### src/sv/tsla_pkg.sv
`timescale 1ns / 1ps
// Shared types, constants and helper functions for the texture lock address block.
// No dependencies; every other file imports this package.
package tsla_pkg;

  localparam int DIM_W     = 13;
  localparam int LVL_W     = 4;
  localparam int FACE_W    = 3;
  localparam int FMT_W     = 2;
  localparam int ADDR_W    = 32;
  localparam int PITCH_W   = 15;
  localparam int SIZE_W    = 27;
  localparam int STAT_W    = 2;
  localparam int CHAIN_W   = 27;
  localparam int SHIFT_W   = 3;
  localparam int REG_IDX_W = 3;
  localparam int CFG_W     = 32;
  localparam int SUBRES_W  = 7;

  localparam logic [STAT_W-1:0] ST_OK       = 2'd0;
  localparam logic [STAT_W-1:0] ST_BAD_SUB  = 2'd1;
  localparam logic [STAT_W-1:0] ST_BAD_RECT = 2'd2;
  localparam logic [STAT_W-1:0] ST_MISALIGN = 2'd3;

  localparam logic [FMT_W-1:0] FMT_PIX32 = 2'd0;
  localparam logic [FMT_W-1:0] FMT_BLK8  = 2'd1;

  // Byte scale as a shift: 4-byte pixels, 8-byte blocks, 16-byte blocks.
  localparam logic [SHIFT_W-1:0] SHIFT_PIX   = 3'd2;
  localparam logic [SHIFT_W-1:0] SHIFT_BLK8  = 3'd3;
  localparam logic [SHIFT_W-1:0] SHIFT_BLK16 = 3'd4;

  localparam logic [FACE_W-1:0] MAX_FACES = 3'd6;

  localparam logic [REG_IDX_W-1:0] REG_TEX_WIDTH    = 3'd0;
  localparam logic [REG_IDX_W-1:0] REG_TEX_HEIGHT   = 3'd1;
  localparam logic [REG_IDX_W-1:0] REG_MIP_LEVELS   = 3'd2;
  localparam logic [REG_IDX_W-1:0] REG_FACE_COUNT   = 3'd3;
  localparam logic [REG_IDX_W-1:0] REG_PIXEL_FORMAT = 3'd4;
  localparam logic [REG_IDX_W-1:0] REG_STAGING_BASE = 3'd5;

  typedef struct packed {
    logic [DIM_W-1:0]  tex_width;
    logic [DIM_W-1:0]  tex_height;
    logic [LVL_W-1:0]  mip_levels;
    logic [FACE_W-1:0] face_count;
    logic [FMT_W-1:0]  pixel_format;
    logic [ADDR_W-1:0] staging_base;
  } tsla_cfg_t;

  // Texture geometry as the request pipeline sees it.
  typedef struct packed {
    logic [DIM_W-1:0]   eff_width;
    logic [DIM_W-1:0]   eff_height;
    logic [LVL_W-1:0]   levels;
    logic [FACE_W-1:0]  faces;
    logic               is_block;
    logic [SHIFT_W-1:0] unit_shift;
    logic [ADDR_W-1:0]  base;
    logic [CHAIN_W-1:0] face_chain;
  } tsla_geom_t;

  function automatic logic [DIM_W-1:0] level_dim(input logic [DIM_W-1:0] d,
                                                 input logic [LVL_W-1:0] lvl);
    logic [DIM_W-1:0] v;
    v = d >> lvl;
    return (v == '0) ? DIM_W'(1) : v;
  endfunction

  // Number of 4x4 blocks that cover a dimension.
  function automatic logic [DIM_W-1:0] block_count(input logic [DIM_W-1:0] d);
    logic [DIM_W:0] t;
    t = {1'b0, d} + (DIM_W+1)'(3);
    return DIM_W'(t >> 2);
  endfunction

  function automatic logic [LVL_W-1:0] bit_length(input logic [DIM_W-1:0] v);
    logic [LVL_W-1:0] n;
    n = '0;
    for (int i = 0; i < DIM_W; i++) begin
      if (v[i]) n = LVL_W'(i + 1);
    end
    return n;
  endfunction

endpackage

### src/sv/tsla_chain.sv
`timescale 1ns / 1ps
// Geometry decode and mip chain sweep: builds the table of per-level start offsets.
// Depends on tsla_pkg.
module tsla_chain import tsla_pkg::*; #(
  parameter int MAX_DIM    = 4096,
  parameter int MAX_LEVELS = 13
) (
  input  logic              clk,
  input  logic              rst,
  input  tsla_cfg_t         cfg,
  input  logic              restart,
  input  logic [LVL_W-1:0]  rd_level,
  output logic [ADDR_W-1:0] rd_prefix,
  output tsla_geom_t        geom,
  output logic              busy
);

  localparam int DEPTH = MAX_LEVELS + 1;
  localparam int IDX_W = $clog2(DEPTH);
  localparam int PROD_W = 2 * DIM_W;

  localparam logic [1:0] SW_IDLE   = 2'd0;
  localparam logic [1:0] SW_SETTLE = 2'd1;
  localparam logic [1:0] SW_RUN    = 2'd2;
  localparam logic [1:0] SW_DRAIN  = 2'd3;

  logic [1:0]         state;
  logic [1:0]         state_next;
  logic [IDX_W-1:0]   idx;
  logic               prod_valid;
  logic [IDX_W-1:0]   prod_idx;
  logic [PROD_W-1:0]  prod;
  logic [ADDR_W-1:0]  acc;
  logic [ADDR_W-1:0]  acc_next;
  logic [IDX_W-1:0]   wr_idx;
  logic [ADDR_W-1:0]  prefix [DEPTH];
  logic [CHAIN_W-1:0] face_chain;
  logic [IDX_W-1:0]   rd_idx;

  logic [DIM_W-1:0]   w_eff;
  logic [DIM_W-1:0]   h_eff;
  logic [LVL_W-1:0]   lev_eff;
  logic [DIM_W-1:0]   lw;
  logic [DIM_W-1:0]   lh;
  logic [DIM_W-1:0]   ua;
  logic [DIM_W-1:0]   ub;

  logic [DIM_W-1:0]   shape_w;
  logic [DIM_W-1:0]   shape_h;
  logic [LVL_W-1:0]   shape_lev;
  logic [FACE_W-1:0]  shape_faces;
  logic               shape_blk;
  logic [SHIFT_W-1:0] shape_shift;

  // Clamp the configured sizes and counts.
  always_comb begin
    if (cfg.tex_width == '0) w_eff = DIM_W'(1);
    else if (32'(cfg.tex_width) > MAX_DIM) w_eff = DIM_W'(MAX_DIM);
    else w_eff = cfg.tex_width;
    if (cfg.tex_height == '0) h_eff = DIM_W'(1);
    else if (32'(cfg.tex_height) > MAX_DIM) h_eff = DIM_W'(MAX_DIM);
    else h_eff = cfg.tex_height;
    lev_eff = (cfg.mip_levels == '0) ? bit_length(w_eff | h_eff) : cfg.mip_levels;
    if (32'(lev_eff) > MAX_LEVELS) lev_eff = LVL_W'(MAX_LEVELS);
  end

  always_ff @(posedge clk) begin
    shape_w     <= w_eff;
    shape_h     <= h_eff;
    shape_lev   <= lev_eff;
    shape_faces <= (cfg.face_count > MAX_FACES) ? MAX_FACES : cfg.face_count;
    shape_blk   <= (cfg.pixel_format != FMT_PIX32);
    if (cfg.pixel_format == FMT_PIX32) shape_shift <= SHIFT_PIX;
    else if (cfg.pixel_format == FMT_BLK8) shape_shift <= SHIFT_BLK8;
    else shape_shift <= SHIFT_BLK16;
  end

  always_comb begin
    geom.eff_width  = shape_w;
    geom.eff_height = shape_h;
    geom.levels     = shape_lev;
    geom.faces      = shape_faces;
    geom.is_block   = shape_blk;
    geom.unit_shift = shape_shift;
    geom.base       = cfg.staging_base;
    geom.face_chain = face_chain;
  end

  assign busy = (state != SW_IDLE);

  always_comb begin
    state_next = state;
    unique case (state)
      SW_IDLE:   state_next = SW_IDLE;
      SW_SETTLE: state_next = SW_RUN;
      SW_RUN:    if (idx == IDX_W'(MAX_LEVELS - 1)) state_next = SW_DRAIN;
      SW_DRAIN:  state_next = SW_IDLE;
      default:   state_next = SW_IDLE;
    endcase
  end

  always_ff @(posedge clk) begin
    if (rst || restart) begin
      state <= SW_SETTLE;
    end else begin
      state <= state_next;
    end
  end

  // Size of the level under the sweep counter, in pixels or blocks.
  always_comb begin
    lw = level_dim(shape_w, LVL_W'(idx));
    lh = level_dim(shape_h, LVL_W'(idx));
    ua = shape_blk ? block_count(lw) : lw;
    ub = shape_blk ? block_count(lh) : lh;
  end

  always_ff @(posedge clk) begin
    if (rst || restart) begin
      prod_valid <= 1'b0;
    end else begin
      prod_valid <= (state == SW_RUN);
    end
    prod     <= ua * ub;
    prod_idx <= idx;
    if (state == SW_RUN) begin
      idx <= idx + IDX_W'(1);
    end else begin
      idx <= '0;
    end
  end

  always_comb begin
    acc_next = acc + ADDR_W'({{SHIFT_W{1'b0}}, prod} << shape_shift);
    wr_idx   = IDX_W'({1'b0, prod_idx} + (IDX_W+1)'(1));
  end

  // Running sum of level sizes; entry i holds the bytes of all levels below i.
  always_ff @(posedge clk) begin
    if (state == SW_SETTLE) begin
      acc       <= '0;
      prefix[0] <= '0;
    end else if (prod_valid) begin
      acc            <= acc_next;
      prefix[wr_idx] <= acc_next;
      if (LVL_W'(wr_idx) == shape_lev) face_chain <= acc_next[CHAIN_W-1:0];
    end
  end

  assign rd_idx = (32'(rd_level) < DEPTH) ? rd_level[IDX_W-1:0] : '0;

  always_ff @(posedge clk) begin
    rd_prefix <= prefix[rd_idx];
  end

endmodule

### src/sv/tsla_pipe.sv
`timescale 1ns / 1ps
// Four-stage request pipeline: level decode, checks and products, rectangle offset, result.
// Depends on tsla_pkg; level start offsets come from tsla_chain.
module tsla_pipe import tsla_pkg::*; (
  input  logic                clk,
  input  logic                rst,
  input  logic                accept,
  input  tsla_geom_t          geom,
  input  logic [FACE_W-1:0]   face_index,
  input  logic [LVL_W-1:0]    level_index,
  input  logic                has_rect,
  input  logic [DIM_W-1:0]    rect_left,
  input  logic [DIM_W-1:0]    rect_top,
  input  logic [DIM_W-1:0]    rect_right,
  input  logic [DIM_W-1:0]    rect_bottom,
  input  logic [ADDR_W-1:0]   level_prefix,
  output logic                done,
  output logic [STAT_W-1:0]   status,
  output logic [PITCH_W-1:0]  row_pitch_bytes,
  output logic [ADDR_W-1:0]   lock_address,
  output logic [DIM_W-1:0]    level_width,
  output logic [DIM_W-1:0]    level_height,
  output logic [SIZE_W-1:0]   level_size_bytes
);

  localparam int PROD_W = 2 * DIM_W;
  localparam int FOFF_W = CHAIN_W + FACE_W;
  localparam int ROFF_W = 30;
  localparam int FULL_SIZE_W = 28;

  // Stage 1
  logic                v1;
  logic                bad1;
  logic [FACE_W-1:0]   face1;
  logic [LVL_W-1:0]    lvl1;
  logic                hr1;
  logic [DIM_W-1:0]    left1, top1, right1, bottom1;
  logic [DIM_W-1:0]    lw1, lh1;
  logic [FOFF_W-1:0]   foff1;

  // Stage 2
  logic                v2;
  logic                bad2;
  logic [STAT_W-1:0]   st2;
  logic                use_off2;
  logic [DIM_W-1:0]    lw2, lh2;
  logic [PITCH_W:0]    pitch2;
  logic [PROD_W-1:0]   prod2;
  logic [ADDR_W-1:0]   laddr2;
  logic [DIM_W-1:0]    row2;
  logic [PITCH_W-1:0]  col2;
  logic [SUBRES_W-1:0] held2;

  // Stage 3
  logic                v3;
  logic                bad3;
  logic [STAT_W-1:0]   st3;
  logic                use_off3;
  logic [DIM_W-1:0]    lw3, lh3;
  logic [PITCH_W:0]    pitch3;
  logic [FULL_SIZE_W-1:0] size3;
  logic [ADDR_W-1:0]   laddr3;
  logic [ROFF_W-1:0]   roff3;
  logic [SUBRES_W-1:0] held3;

  // Lock state
  logic                lock_held;
  logic [SUBRES_W-1:0] held_subresource;

  // Stage 1 combinational terms
  logic [DIM_W-1:0]    a1, b1;
  logic [STAT_W-1:0]   st1;
  logic [DIM_W-1:0]    colu1;
  logic [PITCH_W:0]    colx1;

  always_ff @(posedge clk) begin
    if (rst) begin
      v1 <= 1'b0;
    end else begin
      v1 <= accept;
    end
    bad1    <= (level_index >= geom.levels) || (face_index >= geom.faces);
    face1   <= face_index;
    lvl1    <= level_index;
    hr1     <= has_rect;
    left1   <= rect_left;
    top1    <= rect_top;
    right1  <= rect_right;
    bottom1 <= rect_bottom;
    lw1     <= level_dim(geom.eff_width, level_index);
    lh1     <= level_dim(geom.eff_height, level_index);
    foff1   <= FOFF_W'(face_index) * FOFF_W'(geom.face_chain);
  end

  always_comb begin
    a1 = geom.is_block ? block_count(lw1) : lw1;
    b1 = geom.is_block ? block_count(lh1) : lh1;
    if (bad1) begin
      st1 = ST_BAD_SUB;
    end else if (!hr1) begin
      st1 = ST_OK;
    end else if (right1 <= left1 || bottom1 <= top1 || right1 > lw1 || bottom1 > lh1) begin
      st1 = ST_BAD_RECT;
    end else if (geom.is_block && (left1[1:0] != 2'b00 || top1[1:0] != 2'b00)) begin
      st1 = ST_MISALIGN;
    end else begin
      st1 = ST_OK;
    end
    colu1 = geom.is_block ? (left1 >> 2) : left1;
    colx1 = (PITCH_W+1)'(colu1) << geom.unit_shift;
  end

  always_ff @(posedge clk) begin
    if (rst) begin
      v2 <= 1'b0;
    end else begin
      v2 <= v1;
    end
    bad2     <= bad1;
    st2      <= st1;
    use_off2 <= hr1 && (st1 == ST_OK);
    lw2      <= lw1;
    lh2      <= lh1;
    pitch2   <= (PITCH_W+1)'(a1) << geom.unit_shift;
    prod2    <= a1 * b1;
    laddr2   <= geom.base + ADDR_W'(foff1) + level_prefix;
    row2     <= geom.is_block ? (top1 >> 2) : top1;
    col2     <= colx1[PITCH_W-1:0];
    held2    <= SUBRES_W'(FACE_W'(face1) * geom.levels + {4'b0, lvl1});
  end

  always_ff @(posedge clk) begin
    if (rst) begin
      v3 <= 1'b0;
    end else begin
      v3 <= v2;
    end
    bad3     <= bad2;
    st3      <= st2;
    use_off3 <= use_off2;
    lw3      <= lw2;
    lh3      <= lh2;
    pitch3   <= pitch2;
    size3    <= FULL_SIZE_W'({2'b00, prod2} << geom.unit_shift);
    laddr3   <= laddr2;
    roff3    <= ROFF_W'(row2) * ROFF_W'(pitch2) + ROFF_W'(col2);
    held3    <= held2;
  end

  always_ff @(posedge clk) begin
    if (rst) begin
      done             <= 1'b0;
      lock_held        <= 1'b0;
      held_subresource <= '0;
    end else begin
      done <= v3;
      if (v3 && st3 == ST_OK) begin
        lock_held        <= 1'b1;
        held_subresource <= held3;
      end
    end
    status <= st3;
    if (bad3) begin
      row_pitch_bytes  <= '0;
      lock_address     <= '0;
      level_width      <= '0;
      level_height     <= '0;
      level_size_bytes <= '0;
    end else begin
      row_pitch_bytes  <= pitch3[PITCH_W-1:0];
      lock_address     <= laddr3 + (use_off3 ? ADDR_W'(roff3) : '0);
      level_width      <= lw3;
      level_height     <= lh3;
      level_size_bytes <= size3[SIZE_W-1:0];
    end
  end

endmodule

### src/sv/texture_subresource_lock_address_top.sv
`timescale 1ns / 1ps
// Texture sub-resource lock address unit: top level with the configuration registers.
// Depends on tsla_pkg, tsla_chain and tsla_pipe.
//
// Each accepted item comes out as one done pulse at the end of the request pipeline.
// Throughput: one item per cycle whenever busy is low; results cannot be stalled.
// Reset (synchronous, active high) restores the default registers and then runs a
// sweep that fills the level offset table; busy is high for that sweep, and the
// same sweep follows every register write.
module texture_subresource_lock_address_top import tsla_pkg::*; #(
  parameter int MAX_DIM    = 4096,
  parameter int MAX_LEVELS = 13
) (
  input  logic                 clk,
  input  logic                 rst,
  // Request channel
  input  logic                 start,
  output logic                 busy,
  input  logic [FACE_W-1:0]    face_index,
  input  logic [LVL_W-1:0]     level_index,
  input  logic                 has_rect,
  input  logic [DIM_W-1:0]     rect_left,
  input  logic [DIM_W-1:0]     rect_top,
  input  logic [DIM_W-1:0]     rect_right,
  input  logic [DIM_W-1:0]     rect_bottom,
  // Result channel
  output logic                 done,
  output logic [STAT_W-1:0]    status,
  output logic [PITCH_W-1:0]   row_pitch_bytes,
  output logic [ADDR_W-1:0]    lock_address,
  output logic [DIM_W-1:0]     level_width,
  output logic [DIM_W-1:0]     level_height,
  output logic [SIZE_W-1:0]    level_size_bytes,
  // Configuration write port
  input  logic                 cfg_write,
  input  logic [REG_IDX_W-1:0] cfg_index,
  input  logic [CFG_W-1:0]     cfg_data
);

  tsla_cfg_t         cfg;
  tsla_geom_t        geom;
  logic              restart;
  logic              accept;
  logic [ADDR_W-1:0] level_prefix;

  // A write to any known register restarts the level table sweep; writes past
  // the last register are dropped.
  assign restart = cfg_write && (cfg_index <= REG_STAGING_BASE);

  // An item is taken whenever start is high and no sweep is running.
  assign accept = start && !busy;

  always_ff @(posedge clk) begin
    if (rst) begin
      cfg.tex_width    <= DIM_W'(1);
      cfg.tex_height   <= DIM_W'(1);
      cfg.mip_levels   <= LVL_W'(1);
      cfg.face_count   <= FACE_W'(1);
      cfg.pixel_format <= FMT_PIX32;
      cfg.staging_base <= '0;
    end else if (cfg_write) begin
      unique case (cfg_index)
        REG_TEX_WIDTH:    cfg.tex_width    <= cfg_data[DIM_W-1:0];
        REG_TEX_HEIGHT:   cfg.tex_height   <= cfg_data[DIM_W-1:0];
        REG_MIP_LEVELS:   cfg.mip_levels   <= cfg_data[LVL_W-1:0];
        REG_FACE_COUNT:   cfg.face_count   <= cfg_data[FACE_W-1:0];
        REG_PIXEL_FORMAT: cfg.pixel_format <= cfg_data[FMT_W-1:0];
        REG_STAGING_BASE: cfg.staging_base <= cfg_data[ADDR_W-1:0];
        default: ;
      endcase
    end
  end

  // The chain unit clamps the geometry and holds, for every level, the byte
  // offset of that level inside one face, plus the size of a whole face.
  tsla_chain #(
    .MAX_DIM    (MAX_DIM),
    .MAX_LEVELS (MAX_LEVELS)
  ) u_chain (
    .clk       (clk),
    .rst       (rst),
    .cfg       (cfg),
    .restart   (restart),
    .rd_level  (level_index),
    .rd_prefix (level_prefix),
    .geom      (geom),
    .busy      (busy)
  );

  // The request pipeline checks the item, forms the level dimensions, pitch
  // and size, and adds the face, level and rectangle offsets to the base.
  tsla_pipe u_pipe (
    .clk              (clk),
    .rst              (rst),
    .accept           (accept),
    .geom             (geom),
    .face_index       (face_index),
    .level_index      (level_index),
    .has_rect         (has_rect),
    .rect_left        (rect_left),
    .rect_top         (rect_top),
    .rect_right       (rect_right),
    .rect_bottom      (rect_bottom),
    .level_prefix     (level_prefix),
    .done             (done),
    .status           (status),
    .row_pitch_bytes  (row_pitch_bytes),
    .lock_address     (lock_address),
    .level_width      (level_width),
    .level_height     (level_height),
    .level_size_bytes (level_size_bytes)
  );

endmodule

### config.mk
export PLATFORM = sky130hd
export DESIGN_NAME = texture_subresource_lock_address_top
export DESIGN_NICKNAME = d
export VERILOG_FILES = /design/src/sv/tsla_pkg.sv /design/src/sv/tsla_chain.sv /design/src/sv/tsla_pipe.sv /design/src/sv/texture_subresource_lock_address_top.sv
export SDC_FILE = /design/constraint.sdc
export NUM_CORES = 2
export LEC_CHECK = 0
export BUFFER_PORTS_ARGS = -buffer_cell sky130_fd_sc_hd__buf_2
export CORE_MARGIN = 2
export CORE_UTILIZATION = 57
export DETAILED_ROUTE_END_ITERATION = 6
export PLACE_DENSITY = 0.77
export SETUP_SLACK_MARGIN = 0.2
export SLEW_MARGIN = 20
export SYNTH_ARGS = -nofsm -noshare
export SYNTH_HDL_FRONTEND = slang
export SYNTH_SLANG_ARGS = --single-unit
### constraint.sdc
create_clock -name clk -period 6.5 [get_ports clk]
set_input_delay 0.975 -clock clk [delete_from_list [all_inputs] [get_ports clk]]
set_output_delay 0.975 -clock clk [all_outputs]
set_load 0.01 [all_outputs]
==> run metrics <==
status=finished with violations; failing checks=design-rule violations, negative setup slack; CP arrival=7970 ps; CP most frequent cell=fa_1; sequential fraction of the synthesis area=41.20%; Pwr per Cell Area=234.7 mW/mm^2; main area contributors after synthesis=edfxtp_1, dfxtp_1, fa_1; Synth area leader=edfxtp_1; Main synth FF type=dfxtp_1; CTS clk-pin slew, worst paths=60 ps; Initial Util=57.52%; LEAKAGE=34.42 nW; Die H=349.4 um; Tightest Pin Transition=1144 ps; Worst Setup Path Type=reg2reg; cell with the most instances after synthesis=nand2_1; fraction of layout cells with a size suffix above 1=18.20%; endpoints failing setup=16; WHS=322.1 ps; sequential cell area=0.02805 sq mm; Nets=8,062; min Tclk post-route=7333 ps; All-Layer GR Usage=30.93%; Highest Clock Rate=136.4 MHz; Hold Path Class=reg2reg; antenna-violating nets left=0; area of the multi-input gates=0.03754 sq mm; gr ovfl total=0; startpoint types=register; FFs w/ async S/R, synth=0%; DRT Wirelength=188,900 um; synth warn=0; syn_nets=7,517; Worst setup EP type=register; maximum VDD drop=0.0004122 V; DP Wirelength=137,700 um; Area growth, synth to finish=16.05%; slowest stage delay, CP=580 ps; Worst-Skew Late Latency=750 ps; PortBufs=202; synthesized area=0.06801 sq mm; DR DRC count=2; Power Total=18.53 mW; vias in the first global route=50,791; CTS buffer count=115; Clock Sinks=1,162; core box area=0.1182 sq mm; fin util=66.75%; setup ws final=-833.1 ps; Slew headroom=23.43%; Max-Cap Viols=0; H-tree levels=3; worst-path maximum fanout=7; CP Data Required Time=7130 ps; EDFF count, synth=475; via count=50,601; dpl ws=-1002 ps; Final Cycle Share=112.8%; Filler Cell Count=8,893; CP top delay family=adder cells; Final Hold Fails=0; Die ar.=0.1221 sq mm; Synth Register Bits=1,162; synthesized instance count=6,525; post-synth top area share=20.97%; skew final=44.11 ps; GPL Wtd Cong=0.9927; routed len/inst=21.69 um; slowest stage cell, crit path=fa_1; Die Wd=349.4 um; Post-CTS Hold Fix Bufs=0; RSZ-0062 raised after global routing=yes; Initial DRC Count=4,462; Clock Path Buffers=3; Initial DRT Pass Iterations=7; Avg Synthesized Cell Area=10.42 sq um; first-pass GRT wire length=289,300 um; largest net degree at the start of global routing=80; Rows=126; Slew Viols, Final=0; CTS tree=yes; unique cell type count in the Yosys netlist=97; worst path bufs/invs=7; antenna violations before repair=11; most instantiated cells after synthesis=nand2_1, dfxtp_1, inv_1; io pins=203; final setup TNS=-8405 ps; via/cell ratio=5.810; CTS root buf=clkbuf_16
-- kinds of logic (layout without fill, tap and decap cells) --
logic type / count (synthesis) / in the layout / synth area share [%]
simple gates: 1912 / 1912 / 13.07
flops: 1162 / 1162 / 41.20
compound gates: 1026 / 1026 / 9.530
buf+inv: 947 / 1588 / 5.383
fa+ha+maj: 893 / 893 / 21.58
mux: 393 / 393 / 6.770
xor+xnor: 192 / 192 / 2.473
other cells: 0 / 7 / 0
-- flip-flops by register name (all words and copies together) (netlist names), 15 cells and up --
signal	count
u_pipe.pitch3	15
cfg	67
u_pipe.lock_address	32
u_chain.rd_prefix	32
u_pipe.foff1	30
u_chain.prefix	448
u_chain.prod	26
u_pipe.laddr3	32
u_pipe.col2	15
u_pipe.size3	27
u_chain.face_chain	27
u_pipe.pitch2	16
u_chain.acc	32
u_pipe.level_size_bytes	27
u_pipe.prod2	26
u_pipe.laddr2	32
u_pipe.roff3	30
u_pipe.row_pitch_bytes	15
-- per-layer routing --
layer | up-vias | track usage [%] | part of all wire, %
met5 | - | 0 | 0.023
met4 | 6 | 16.37 | 5.9
met3 | 509 | 5.895 | 8.3
met2 | 2158 | 51.10 | 47
met1 | 24754 | 38.61 | 39
li1 | 23174 | - | -
-- report_power, final --
group | leakage, nW | internal, mW | switching (mW)
sequential | 9.34 | 8.00 | 0.230
clock | 1.89 | 3.75 | 2.97
combinational | 23.2 | 1.51 | 2.07
-- layout by cell type, fill, tap and decap left out, types with 28 or more instances in the layout --
cell       Yosys  final
o21bai_1      29     28
clkbuf_16      0    117
xnor2_1      139    130
nor3_1        76     68
nor2b_1      155    149
mux2i_1      235    234
buf_2          5    200
inv_1        662    646
nand2_1      811    795
fa_1         467    458
dfxtp_1      687    673
edfxtp_1     475    475
ha_1         426    409
mux2_2       116    116
and2_1       177    173
a21oi_1      289    261
a211oi_1      38     35
buf_4          5    470
nand2b_1      48     47
mux4_2        42     42
xor2_1        53     53
o221ai_1      35     34
nor2_1       364    335
a21o_1       109    106
o21a_1        41     41
o21ai_0      236    225
nand3_1      135    131
o22ai_1       82     81
buf_6          5     30
-- layout make-up --
| class | count | share of cell area (%) |
|---|---|---|
| multi-input cells | 4416 | 47.56 |
| diodes | 7 | 0.02219 |
| inverters | 667 | 3.172 |
| well taps | 1536 | 2.435 |
| repair buffers | 708 | 6.369 |
| flip-flops and latches | 1162 | 35.54 |
| clock inverters | 62 | 0.8370 |
| clock buffers | 151 | 4.061 |
-- worst reg2reg max path: cells and delay by family (launching register included) --
kind | cells | cell delay, ps
AO/OA/AOI/OAI | 7 | 1480
XOR/XNOR | 1 | 110
adder cells (fa/ha/maj) | 6 | 2910
buffers and inverters | 7 | 640
flip-flops | 1 | 410
multiplexers | 2 | 1060
AND/OR/NAND/NOR | 6 | 610
-- what timing repair did --
item                       in CTS  in global routing
gates resized for setup       128                 76
pin swaps                      85                 50
gates cloned                    0                  0
buffers inserted               26                 22
setup endpoints to repair      29                 30
-- path summary, 6_finish.rpt --
path,startpoint,cells after the start,end,slack (ps)
max reg2reg,u_chain.idx[1]$_SDFF_PN0_,29,u_chain.prod[22]$_DFF_P_,-830
min reg2reg,u_pipe.lw2[1]$_DFF_P_,0,u_pipe.lw3[1]$_DFF_P_,320
max,u_chain.idx[1]$_SDFF_PN0_,29,u_chain.prod[22]$_DFF_P_,-830
min,u_pipe.lw2[1]$_DFF_P_,0,u_pipe.lw3[1]$_DFF_P_,320
-- metrics by stage --
step	instances	instance area, sq um
6_report	8709	78930
5_1_grt	8706	78920
4_1_cts	8680	78440
3_5_place_dp	8441	73790
3_3_place_gp	8441	73780
2_1_floorplan	6525	68290
Power figures use the tool's default switching activity.
